**config.mk**
```make
export PLATFORM = sky130hd
export DESIGN_NAME = rsd_search
export DESIGN_NICKNAME = d
export VERILOG_FILES = /design/src/rtl/repeating_sequence_detector_macros.svh /design/src/rtl/rsd_pkg.sv /design/src/rtl/rsd_search.sv
export SDC_FILE = /design/constraint.sdc
export NUM_CORES = 1
export LEC_CHECK = 0
export BUFFER_PORTS_ARGS = -buffer_cell sky130_fd_sc_hd__buf_4
export CAP_MARGIN = 5
export CELL_PAD_IN_SITES_DETAIL_PLACEMENT = 1
export CELL_PAD_IN_SITES_GLOBAL_PLACEMENT = 1
export CORE_ASPECT_RATIO = 1.5
export CORE_UTILIZATION = 35
export DETAILED_ROUTE_END_ITERATION = 12
export PLACE_DENSITY = 0.72
export SLEW_MARGIN = 20
export SYNTH_ARGS = -nofsm -noshare
export SYNTH_HDL_FRONTEND = slang
export SYNTH_SLANG_ARGS = --single-unit
export TNS_END_PERCENT = 20
```
**constraint.sdc**
```tcl
create_clock -name clk -period 3.1 [get_ports clk]
set_input_delay 0.62 -clock clk [delete_from_list [all_inputs] [get_ports clk]]
set_output_delay 0.62 -clock clk [all_outputs]
set_load 0.01 [all_outputs]
```
**src/rtl/repeating_sequence_detector_macros.svh**
```systemverilog
// ----------------------------------------------------------------------------
// Repeating sequence detector assertion macros
// Shared concurrent assertion forms for the detector's RTL.
// ----------------------------------------------------------------------------
`ifndef REPEATING_SEQUENCE_DETECTOR_MACROS_SVH
`define REPEATING_SEQUENCE_DETECTOR_MACROS_SVH

// Same-cycle implication, disabled during reset.
`define RSD_ASSERT_IMPL(lbl, clk, rst_n, ante, cons, msg) \
	lbl: assert property (@(posedge clk) disable iff (!rst_n) (ante) |-> (cons)) \
		else $error(msg);

// Next-cycle implication, disabled during reset.
`define RSD_ASSERT_NEXT(lbl, clk, rst_n, ante, cons, msg) \
	lbl: assert property (@(posedge clk) disable iff (!rst_n) (ante) |=> (cons)) \
		else $error(msg);

`endif

```
**src/rtl/rsd_pkg.sv**
```systemverilog
// ----------------------------------------------------------------------------
// Repeating sequence detector package
// Sizes, codes, state types and control structures shared by the detector.
// ----------------------------------------------------------------------------
package rsd_pkg;

	// History depth must be a power of two so that ring addresses wrap freely.
	localparam int HISTORY_DEPTH = 512;
	localparam int SAMPLE_WIDTH  = 16;
	localparam int ADDR_W        = $clog2(HISTORY_DEPTH);
	localparam int CNT_W         = $clog2(HISTORY_DEPTH + 1);
	localparam int MIN_HIST_W    = 10;
	localparam int CMP_W         = (CNT_W > MIN_HIST_W) ? CNT_W : MIN_HIST_W;

	localparam logic [MIN_HIST_W-1:0] MIN_HIST_RESET = MIN_HIST_W'(50);
	localparam logic [CNT_W-1:0]      FILL_MAX       = CNT_W'(HISTORY_DEPTH);

	localparam logic CMD_PUSH  = 1'b0;
	localparam logic CMD_CLEAR = 1'b1;

	typedef enum logic [1:0] {
		ST_IDLE,
		ST_SEARCH,
		ST_DONE
	} top_state_t;

	typedef enum logic {
		SR_IDLE,
		SR_RUN
	} srch_state_t;

	typedef struct packed {
		logic              start;
		logic [ADDR_W-1:0] base;
		logic [CNT_W-1:0]  len;
	} srch_req_t;

	typedef struct packed {
		logic done;
		logic found;
	} srch_sts_t;

endpackage

```
**src/rtl/rsd_search.sv**
```systemverilog
// ----------------------------------------------------------------------------
// Repeating sequence detector period search
// Walks candidate periods and compares each held entry with the one a period
// earlier, one pair per cycle between mismatches, via the RAM read ports.
// ----------------------------------------------------------------------------
module rsd_search (
	input  logic                                       clk,
	input  logic                                       arst_n,
	input  rsd_pkg::srch_req_t                         req,
	input  logic [rsd_pkg::SAMPLE_WIDTH-1:0]           rd_data_a,
	input  logic [rsd_pkg::SAMPLE_WIDTH-1:0]           rd_data_b,
	output logic [rsd_pkg::ADDR_W-1:0]                 rd_addr_a,
	output logic [rsd_pkg::ADDR_W-1:0]                 rd_addr_b,
	output rsd_pkg::srch_sts_t                         sts
);

	import rsd_pkg::*;

	srch_state_t       state_q;
	srch_state_t       state_d;
	logic [ADDR_W-1:0] base_q;
	logic [CNT_W-1:0]  len_q;
	logic [CNT_W-1:0]  half_q;
	logic [CNT_W-1:0]  p_q;
	logic [CNT_W-1:0]  i_q;
	logic              valid_s1;
	logic              last_s1;

	logic              mismatch;
	logic              hit;
	logic              issue;
	logic              exhaust;
	logic [CNT_W-1:0]  p_inc;
	logic [CNT_W-1:0]  back_idx;

	assign mismatch = valid_s1 && (rd_data_a != rd_data_b);
	assign hit      = valid_s1 && last_s1 && !mismatch;
	assign issue    = (state_q == SR_RUN) && (i_q < len_q) && !mismatch;
	assign p_inc    = p_q + CNT_W'(1);
	assign exhaust  = mismatch && (p_inc > half_q);
	assign back_idx = i_q - p_q;

	assign rd_addr_a = base_q + i_q[ADDR_W-1:0];
	assign rd_addr_b = base_q + back_idx[ADDR_W-1:0];

	always_comb begin
		state_d = state_q;
		unique case (state_q)
			SR_IDLE: begin
				if (req.start) begin
					state_d = SR_RUN;
				end
			end
			SR_RUN: begin
				if (hit || exhaust) begin
					state_d = SR_IDLE;
				end
			end
			default: state_d = SR_IDLE;
		endcase
	end

	always_comb begin
		sts = '0;
		unique case (state_q)
			SR_IDLE: sts = '0;
			SR_RUN: begin
				sts.done  = hit || exhaust;
				sts.found = hit;
			end
			default: sts = '0;
		endcase
	end

	always_ff @(posedge clk or negedge arst_n) begin
		if (!arst_n) begin
			state_q  <= SR_IDLE;
			valid_s1 <= 1'b0;
		end else begin
			state_q <= state_d;
			if (state_q == SR_IDLE) begin
				valid_s1 <= 1'b0;
			end else if (hit || exhaust || mismatch) begin
				valid_s1 <= 1'b0;
			end else begin
				valid_s1 <= issue;
			end
		end
	end

	always_ff @(posedge clk) begin
		if (state_q == SR_IDLE) begin
			if (req.start) begin
				base_q <= req.base;
				len_q  <= req.len;
				half_q <= req.len >> 1;
				p_q    <= CNT_W'(1);
				i_q    <= CNT_W'(1);
			end
		end else if (mismatch) begin
			p_q <= p_inc;
			i_q <= p_inc;
		end else if (issue) begin
			i_q     <= i_q + CNT_W'(1);
			last_s1 <= (i_q == len_q - CNT_W'(1));
		end
	end

endmodule

```
# == Word level (Yosys, flattened, before mapping) ==
# Index checks and enable logic that the tools add are counted.
# totals
register_bits,51
out_inout_bits,20
wordCells,48
inputBits,54
# classes
add_sub_neg,6
n_mux,12
n_reduce_logical,14
n_bitwise,2
n_eq_ne,4
magnitude_cmp,2
# op_table
op,n
two-way mux 10 bit,6
adder 10 x 1 -> 10 bit (second input constant),2
adder 9 bit,2
!= test 16 bit,1
equality test 10 bit,1
greater-than comparator 10 x 9 -> 1 bit,1
less-than comparator 10 bit,1
subtractor 10 x 1 -> 10 bit (second input constant),1
subtractor 9 bit,1
logical AND 1 bit,6
AND reduction 2 bit,3
two-way mux 1 bit,4
one-hot mux 2 bit (2 select lines),1
!= test 3 x 1 -> 1 bit (second input constant),1
AND reduction 3 bit,1
logical OR 1 bit,2
!= test 2 x 1 -> 1 bit (second input constant),1
NOT 1 bit,2
one-hot mux 1 bit (2 select lines),1
nonzero test 2 bit,1
zero test 1 bit,1

# == Depth between registers and ports, before layout ==
# Gate-level depths: netlist (run 1).
# depth
ltp_word,8
ltp_mapped,12
ltp_nobuf,12

# == Worst setup path before layout (run 1) ==
# Ideal clock, no wire load.
# synth_timing
path_type,register to output
from,reg i_q[1]
to,out rd_addr_b[7] (netlist name)
path_stages_with_launch,11
path_buffers,0
arrival_ns,2.546
required_time_ns,2.480
setup_slack_ns,-0.066
cell_sequence,edfxtp_1 -> inv_1 -> fa_1 -> inv_1 -> ha_1 -> a21o_1 -> a21oi_1 -> o21ai_0 -> or4_1 -> o311ai_0 -> xnor2_1
# synth_via
elab_chain_len,2
# synth_rtl
element,line_no,text
"start, declared",rsd_search.sv:25,logic [CNT_W-1:0] i_q;
"start signal, assigned",rsd_search.sv:102,i_q <= p_inc;
"start signal, assigned",rsd_search.sv:104,i_q <= i_q + CNT_W'(1);
subtractor 9 bit,rsd_search.sv:41,assign back_idx = i_q - p_q;
adder 9 bit,rsd_search.sv:44,assign rd_addr_b = base_q + back_idx[ADDR_W-1:0];
"end, declared",rsd_search.sv:13,"output logic [rsd_pkg::ADDR_W-1:0] rd_addr_b,"
# Every way passes these cells.

# == Worst setup path after layout (run 1) ==
# layout_timing
from,reg p_q[1]
to,out rd_addr_b[7] (netlist name)
# layout_via
elab_chain_len,2
# layout_rtl
element,line_no,text
"start, declared",rsd_search.sv:24,logic [CNT_W-1:0] p_q;
"start signal, assigned",rsd_search.sv:101,p_q <= p_inc;
subtractor 9 bit,rsd_search.sv:41,
adder 9 bit,rsd_search.sv:44,
# Every way passes these cells.

==> results.txt, run 1 <==
- The final layout contains routed wiring with a total length of approximately 9.5 mm.
* Post-synth EDFFs: 40
- Of the total power, the clock network draws 0.093.
- The number of buffers and inverters on the critical path is 2.
- Crit path DAT: 2.90 ns
- Core footprint: 9800 µm²
- Cell with the most instances after synthesis: inv_1
- Number of hold-slack violations in the final timing report: 0
- Using the TritonRoute via totals, the vias-per-cell ratio works out to roughly 5.2.
* Worst slack at placement: -0.108 ns
- Max Clock Skew: 0.00635 ns
- Summed over all instances, the cell type with the most area after synthesis is edfxtp_1.
- Synth unique cells: between 40 and 50
* Sink count of the clock tree: 42
* Tmin final: 3.52 ns
* Top cell types by occurrence after synthesis: inv_1 (52), edfxtp_1 (40), xnor2_1 (40)
- Hold repair after CTS inserted 0 buffers.
* Slew headroom: 0.649
* Net Count, Synth: 464
- Number of top-level pins: 74
* Port Buf Inserts: 73
- Crit path max-delay family: adder cells
* Launching element type of the critical path: register
* Placement row count: 44
- Of the post-synthesis cell area, the dominant cell type holds 0.336.
- First-pass GRT wire length: 15.5 mm
- Cell internal pwr: around 3.7 mW
* Switching share of power: 0.427
- Clock latency on the worst-skew pair: 0.29 ns
- Switching power summed over all nets: 2.74 mW
- The share of total power dissipated in combinational logic is 0.733.
- CP Cell Sequence: fa_1, inv_1, ha_1, a21o_1, a21oi_2, o21ai_1, or4_1, o311ai_2, xnor2_1, buf_4
- Peak VDD IR: 0.000377 V
* Overflow left after global routing: 0
- Across every metal layer, demand over resource in global routing totals 0.187.
- Main flop type after synthesis: edfxtp_1
- Die outline area: 10600 µm²
- CTS Buf Count: 5
* Placed inst area: 4460 µm²
* Number of fillers in the final layout: 1120
* Share of the cycle needed by the critical path after routing: 1.13
- Root Driver: clkbuf_16
- Residual antenna-violating net count after detailed routing: 0
- The final reports fail on DRC, setup timing.
- At the pin with the least slew margin, the transition time is 0.522 ns.
- Clock-pin slew was measured on the worst setup and hold paths at 0.06 ns.
- Critical path start-end classification: register to output port
* Max Cap Viol: 0
* CP peak stage delay: 0.55 ns
- The first detailed-routing pass ran for 10 iterations.
- The average instance in the mapped netlist occupies approximately 10 µm².
- After layout, the worst setup slack is -0.418 ns.
- Nature of the critical path endpoint: output port
* Flop-to-flop setup slack: 0.57 ns
* Fraction of power consumed by sequential logic: 0.174
* Path category of the worst min-delay check: input pin to asynchronous set/reset pin
- Antenna violations before repair: 0
* Number of levels in the clock H-tree: 2
- Required time at the worst-slack endpoint: approximately 2.5 ns
* Total vias in the final route: roughly 3000
* Clock tree from TritonCTS: built
- For this design the static power due to leakage is 2.17 nW.
* Fraction of layout instances using a drive strength above 1: 0.300
- Effective utilization at floorplan: 0.365
- Share of flip-flops with an asynchronous set or reset after synthesis: 0.0476
- HPWL Detailed: just under 8 mm
- Synthesized instance count: roughly 360
- Relative to the synthesized area, the layout overhead comes to 33.5%.
* Cell with the largest stage delay on the worst path: fa_1
- Area of all placed cells without fillers: 4780 µm²
- Synthesis-stage register bit count: 42
- For this run, design rule violations remaining after detail routing come to 2.
* Maximum buffer depth of the clock tree: 2
- Die H: around 130 µm
- Final count of pins violating max slew: 0
- After detailed routing, the average wire length per cell comes to around 16 µm.
- PD cells: 1340 nW/µm²
- The worst register-to-register path begins at p_q[1].
- Diode insertion count for antenna repair: 0
* Die Wd: approximately 85 µm
* Maximum fanout along the worst path: 4
- Synth area leaders: edfxtp_1 (34%), ha_1 (14%), xnor2_1 (9.8%), inv_1 (5.5%), xor2_1 (5.1%)
- Final setup violation count: 4
- Routability-driven placement finished with a final weighted congestion of 0.803.
- Synth warnings: 0
- RSZ-0062 raised after global routing: true
- The flow ran to the end, but the final reports show violations.
- The share of the Yosys chip area taken by registers is 0.350.
* Netlist Area Pre-Place: 3580 µm²
* Pin count of the biggest net entering global routing: 21
* Count of nets after finishing: roughly 570
- The number of global-route vias before repair is between 3000 and 4000.
* Critical path origin: p_q[1]
- Highest Clock Rate: between 200 and 300 MHz
- In this run, the number of DRC markers left after iteration 0 of detailed routing was 55.
[repair_timing]
action / in CTS / in global routing
hold endpoints to repair: 0 / 0
gates resized for setup: 11 / 18
buffers inserted: 0 / 1
endpoints found under the setup margin: 8 / 8
pin swaps: 4 / 3
[power groups by stage]
stage / combinational, mW / clock (mW) / sequential, mW
floorplan: 2.64 / 0 / 1.13
global placement: 4.33 / 0 / 1.11
detailed placement: 4.46 / 0 / 1.12
CTS: 4.62 / 0.613 / 1.11
global route: 5.18 / 0.622 / 1.15
finish: 4.70 / 0.595 / 1.11
[sequential cells by signal, indices dropped and copies added, names as in the netlist]
| name | count |
|---|---|
| len_q | 10 |
| valid_s1 | 1 |
| p_q | 10 |
| base_q | 9 |
| i_q | 10 |
| state_q | 1 |
| last_s1 | 1 |
[final timing paths]
kind,to,cells after the start
worst max-delay path,rd_addr_b[7],10
worst min-delay path,state_q,1
worst max register to register,state_q,12
worst min register to register,valid_s1,2
max in group asynchronous,valid_s1,1
min in group clk,len_q[8],1
[cells in the final DEF (no fill, tap or decap), types with 9 or more instances in the layout]
cell type / count
nand2_1: 25
edfxtp_1: 40
inv_1: 51
nor2b_1: 9
xnor2_1: 39
nor2_1: 13
ha_1: 38
xor2_1: 20
a21oi_1: 12
buf_4: 103
[metal layers]
metal  wire (µm)  track usage  vias to the layer above
li1            -            -                     1464
met1        3370        0.176                     1468
met2        5600        0.388                       53
met3         198       0.0216                       27
met4         361       0.0867                        0
met5           0            0                        -
[metrics by stage]
stage,power [mW],TNS [ns],util,hold WS [ns],instances
4_1_cts,6.35,-1.18,0.477,0.0936,581
3_5_place_dp,5.59,-0.168,0.455,0.404,573
2_1_floorplan,3.77,-0.0182,-,0.324,362
3_3_place_gp,5.44,-0.0322,0.455,0.405,573
6_report,6.41,-1.08,0.488,0.101,582
5_1_grt,6.95,-1.85,0.488,0.101,582
[cells by family after synthesis]
group	count (synthesis)	share of synthesized area
AOI/OAI and AO/OA	55	0.105
and+or+nand+nor	98	0.146
buffers and inverters	58	0.0636
xor gates and xnor gates	61	0.149
DFF	42	0.350
adders and majority gates	48	0.187
[final cells by class]
class                      count  area (µm²)  share of cell area
tap                          115         144              0.0301
clock buffer                   6         129              0.0270
multi-input combinational    262        2250               0.471
inverter                      52         195              0.0408
sequential                    42        1250               0.262
timing repair buffer         103         773               0.162
clock inverter                 2        37.5             0.00786
Note: power is estimated with default switching activity, not from simulation.
==> inputs of run 2 (changes only) <==
PLACE_DENSITY = 0.69   (was 0.72)
clock period = 3.7 ns   (was 3.1 ns; I/O delays follow)
==> run 2 against run 1 <==
The run now ends clean. Final cell count down 3.4%. Die area stayed put. Final area decreased by 5.7%. Routed wire length decreased by 4.9%. First-iteration DRC count is 140% higher.
==> results.txt, run 2 (synthesized netlist as in run 1, its figures left out) <==
* Total power after layout: around 5.0 mW
- The worst setup path is captured at an output port.
- The initial antenna violation count was 0.
* Critical path start-end classification: register to output port
- WL final: around 9.1 mm
- For this configuration, the core starts out at a cell density of 0.365.
* Total vias in the final route: about 2900
- Maximum buffer depth of the clock tree: 2
* Core footprint: approximately 9800 µm²
- Fraction of layout instances using a drive strength above 1: 0.244
- Leading registers by flop count: i_q (10), len_q (10), p_q (10)
- Layer carrying the most global-route usage: met2
- The run finished with clean final reports.
- The HPWL after detailed placement is between 7 and 8 mm.
* Startpoint of the lowest-slack register-to-register path: i_q[6]
- The clock reaches the later pin of the worst-skew pair after 0.29 ns.
- Clock tree from TritonCTS: built
* Total GRT Usage: 0.176
* Final setup violation count: 0
- The endpoint identified for the worst register-to-register timing path is i_q[1].
* Flop-to-flop setup slack: 0.83 ns
* Maximum fanout along the worst path: 2
- Max Clock Skew: 0.00488 ns
- For this run, the number of standard cells in the final layout without fillers is 562.
- The first global-routing pass estimated 14.4 mm of wire.
* Die Wd: 84.6 µm
- In the global route stage, met1 resource usage came out at 0.170.
* Via count of the first global-routing pass: 3054
- At the end of routability-driven placement, the weighted congestion stood at 0.775.
- The detailed router finished its first iteration with 134 violations.
- After routing, the total negative slack on setup checks comes to 0 ns.
- Via density: 5.11
- Number of hold-slack violations in the final timing report: 0
- Once detail routing completed, the nets flagged for antenna violations numbered 0.
* Number of levels in the clock H-tree: 2
- Detailed-routing iteration count for the pre-antenna-repair pass: 6
- Count of cells along the worst register-to-register path: 7
- The tree is rooted in a clkbuf_16.
- Number of fillers in the final layout: 1137
* Peak VDD IR: 0.000290 V
- Tmin final: 3.60 ns
- Diode insertion count for antenna repair: 0
* Met3 Resource Use GR: 0.0216
* Met2 routing resource usage after global routing: 0.366
- Pin count of the biggest net entering global routing: 24
* Share of the cycle needed by the critical path after routing: 0.974
- Count of nets after finishing: around 550
* Slew headroom: 0.513
- The floorplan step defined a die boundary enclosing 10600 µm².
- After global routing the overflow that remains totals 0.
- Register clock-pin slew on the reported worst setup and hold paths: 0.06 ns
- Crit path DAT: 2.86 ns
- Max Cap Viol: 0
* Launching element type of the critical path: register
- For the worst setup path, the data required time is a little under 3 ns.
- The max-slew violation total from the final report came to 0.
- Highest Clock Rate: about 280 MHz
- Path category of the worst min-delay check: input pin to asynchronous set/reset pin
* Final WS setup: 0.0970 ns
- Worst slack at placement: ~0.16 ns
* Die H: 126 µm
- PD cells: approximately 1100 nW/µm²
* DRC violations left: 0
* Area growth from synthesis to final layout: 25.9%
- CTS Buf Count: 5
- Core occupancy in the finished layout: 0.460
* Final routed wire length divided by cell count: 16.1 µm
- The analysis attributes to cell leakage a power of between 2 and 2.5 nW.
* Worst-Margin Slew: 0.728 ns
- In this run the count of I/O pins placed on the die edge is 74.
- In this run the core area contains 44 standard-cell rows.
- The clock net in this run drives a total of 42 sinks.
- Port Buf Inserts: 73
- Leaving out fill and tap cells, the most frequent cells in the layout are buf_4 (84), inv_1 (51), xnor2_1 (40), edfxtp_1 (40), ha_1 (39).
* Post-Place Cells: 552
- The library cell used most frequently in the layout, excluding fill and tap cells, is buf_4.
run 2: repair_timing:
| action | in CTS | in global routing |
|---|---|---|
| resized for setup | 2 | 10 |
| setup buffers | 1 | 2 |
| endpoints found under the setup margin | 1 | 4 |
| pin swaps | 1 | 3 |
| hold buffers | 0 | 0 |
| gates cloned | 0 | 0 |
run 2: worst max-delay path by stage:
stage | from | endpoint | cells past startpoint
after floorplan | i_q[1] | rd_addr_b[7] | 10
after global placement | p_q[1] | rd_addr_b[7] | 10
after detailed placement | base_q[1] | rd_addr_b[7] | 11
after CTS | p_q[1] | rd_addr_b[7] | 10
after global routing | base_q[1] | rd_addr_b[7] | 11
final | i_q[1] | rd_addr_b[7] | 11
run 2: cell type report:
class / instances / area, µm² / share of cell area
tap: 115 / 144 / 0.0319
timing repair buffer: 84 / 631 / 0.140
clock inverter: 2 / 10.0 / 0.00222
inverter: 52 / 195 / 0.0433
sequential: 42 / 1250 / 0.278
clock buffer: 5 / 125 / 0.0278
multi-input combinational: 262 / 2150 / 0.477
run 2: stage by stage:
stage / hold WS, ns / cell area, µm²
floorplan: 0.444 / 3580
global placement: 0.523 / 4300
detailed placement: 0.524 / 4310
CTS: 0.220 / 4450
global route: 0.225 / 4510
finish: 0.225 / 4510
run 2: routing by layer:
layer,wire length (µm),part of all wire
met5,0,0
met4,211,0.023
met3,189,0.021
met2,5430,0.60
met1,3230,0.36
run 2: power breakdown:
part	switching, mW	total (mW)	internal, mW
Sequential	0.201	0.980	0.779
Combinational	1.81	3.59	1.79
Clock	0.172	0.415	0.243
Total	2.18	4.99	2.81
run 2: worst max-delay path: stages (launching register included):
cell and delay (ns):
edfxtp_1 0.37, inv_2 0.07, fa_1 0.55, inv_1 0.05
ha_1 0.30, a21o_1 0.19, a21oi_2 0.17, o21ai_2 0.10
or4_4 0.41, o311ai_2 0.09, xnor2_1 0.15, buf_4 0.14
==> inputs of run 3 (changes only) <==
CORE_UTILIZATION = 25   (was 35)
PLACE_DENSITY = 0.53   (was 0.69)
==> run 3 against run 2 <==
Utilization fell by 13 points. Highest routed layer unchanged. Fmax about the same. Critical path depth down 1. Combinational power barely moved. Largest cell class unchanged. Global-route usage down 4.3 points. First-iteration DRC count shrank 15%. Sequential share of layout area fell by 0.89 points.
==> results.txt, run 3 (synthesized netlist as in run 1, its figures left out) <==
- For this run, the detailed router's first-pass iteration total came to 4.
- Outcome: finished, final reports clean
* Register clock-pin slew on the reported worst setup and hold paths: 0.06 ns
- The count of cells in the finished layout, fillers not included, comes to 642.
* Post-Place Cells: around 630
- Switching power summed over all nets: 2.18 mW
* Overflow left after global routing: 0
- Area of all placed cells without fillers: 4660 µm²
- Sink count of the clock tree: 42
- Dividing total power by cell area gives a power density of between 1000 and 1500 nW/µm².
- Diode insertion count for antenna repair: 0
* Switching share of power: 0.425
- Leading registers by flop count: i_q (10), len_q (10), p_q (10)
- Core footprint: 14000 µm²
* Crit path max-delay family: adder cells
- The max-slew violation total from the final report was 0.
- The layout has 1639 filler cells.
- Of the total power, combinational logic draws 0.696.
- The worst path in the final design needs a cycle of 3.61 ns, including I/O delays and setup.
* WL final: 9.41 mm
- Clock latency on the worst-skew pair: 0.29 ns
* Root Driver: clkbuf_16
- In the final routed layout, each cell accounts on average for 14.7 µm.
* Maximum fanout along the worst path: 4
- Area growth from synthesis to final layout: 30.1%
- Placed inst area: between 4000 and 5000 µm²
- Total buffers and inverters traversed by the critical path: 2
* Most used cells in the layout excluding fill and tap cells: buf_4 (86), inv_1 (52), xnor2_1 (40), edfxtp_1 (40), ha_1 (39)
- At the end of the flow the core is filled with cells to 0.333.
- Leaving out fill and tap cells, the most frequent cell in the layout is buf_4.
* Cell with the largest stage delay on the worst path: fa_1
* CP Cell Sequence: fa_1, inv_1, ha_1, a21o_1, a21oi_2, o21ai_1, or4_1, o311ai_1, xnor2_1, buf_4
* Detailed Route Iter0 Violations: 114
- Via density: approximately 4.5
- Total power for the finished layout comes to 5.12 mW.
* Total GRT Usage: 0.133
- CP peak stage delay: 0.55 ns
- Across the VDD grid, the largest voltage drop is just under 0.0005 V.
- Placement row count: 53
- Max-cap violations in this run came to 0.
- TritonCTS built the clock tree.
* Worst-Margin Slew: 0.684 ns
- Smallest hold slack: approximately 0.22 ns
* Port Buf Inserts: between 70 and 80
- Count of nets after finishing: 551
- Via count of the first global-routing pass: 3102
- Entering global routing, the biggest net connects 24 pins.
- Share of the cycle needed by the critical path after routing: 0.974
- Sum of negative setup slack: 0 ns
- Effective utilization at floorplan: 0.256
- In this run the static leakage power is 2.08 nW.
- Slew headroom: 0.544
- Internal power comes to about 2.9 mW.
* Path category of the worst min-delay check: input pin to asynchronous set/reset pin
- Detailed routing inserted a total of 2884 vias.
- Antenna violations before repair: 0
* Number of levels in the clock H-tree: 2
- Worst slack at placement: 0.167 ns
- The worst setup path is launched from a register.
- DRC violations left: 0
* Die outline area: 14800 µm²
- Fraction of power consumed by sequential logic: 0.190
- First-pass GRT wire length: 15.1 mm
* Final setup violation count: 0
- Maximum buffer depth of the clock tree: 2
- The worst setup path is captured at an output port.
- The setup path with the least slack is of type register to output port.
* Number of top-level pins: 74
- Fraction of layout instances using a drive strength above 1: 0.238
- The detail route stage leaves a number of antenna-violating nets equal to 0.
* Max Clock Skew: 0.00538 ns
* Final estimated routing congestion in global placement: 0.749
- The die is 99.7 µm wide.
- RSZ-0062 raised after global routing: true
- Crit path DAT: 2.87 ns
- Buffers inserted during clock tree synthesis total 5.
- Once detailed placement completed, the half-perimeter wirelength came to 8.10 mm.
- At the worst endpoint, the required time is roughly 3.0 ns.
* Cts hold-fix bufs: 0
- Die H: ~150 µm
- Final WS setup: between 0.09 and 0.1 ns
* Clock network fraction of total power: 0.114
- Highest Clock Rate: 277 MHz
- The count of endpoints failing hold in the final timing report was 0.
## run 3: final timing paths
check / slack [ns] / cells past startpoint / startpoint / end
worst max-delay path: 0.09 / 10 / p_q[1] / rd_addr_b[7]
worst min-delay path: 0.22 / 1 / arst_n / state_q
worst max register to register: 1.25 / 12 / p_q[1] / state_q
worst min register to register: 0.65 / 3 / last_s1 / valid_s1
max in group asynchronous: 3.40 / 1 / arst_n / valid_s1
min in group clk: 0.62 / 1 / req[8] / len_q[8]
## run 3: cell type report
class | count | area [µm²] | share of cell area
clock inverters | 3 | 68.8 | 0.0148
multi-input cells | 262 | 2130 | 0.458
repair buffers | 86 | 646 | 0.139
well taps | 192 | 240 | 0.0516
clock buffers | 5 | 125 | 0.0269
inverters | 52 | 195 | 0.0419
flip-flops and latches | 42 | 1250 | 0.269
## run 3: power groups by stage
stage	clock (mW)	sequential (mW)	combinational [mW]
5_1_grt	0.614	0.998	3.99
4_1_cts	0.601	0.977	3.55
2_1_floorplan	0	0.943	2.18
6_report	0.585	0.971	3.57
3_5_place_dp	0	0.987	3.50
3_3_place_gp	0	0.976	3.44
## run 3: layer usage
metal / track usage / vias to the layer above / wire [µm]
li1: - / 1425 / -
met1: 0.136 / 1418 / 3520
met2: 0.274 / 36 / 5580
met3: 0.0160 / 5 / 204
met4: 0.0353 / 0 / 99
met5: 0 / - / 0
## run 3: worst reg2reg max path, delay by kind of cell, from the launching register on
family	cells	cell delay, ns
xor+xnor	1	0.20
fa+ha+maj	2	0.52
flops	1	0.42
buf+inv	1	0.11
compound gates	3	0.56
simple gates	5	0.53
## run 3: timing repair
action / in CTS / in global routing
pin swaps: 1 / 2
buffers inserted: 1 / 2
setup endpoints to repair: 1 / 4
cloned: 0 / 0
resized for setup: 2 / 6
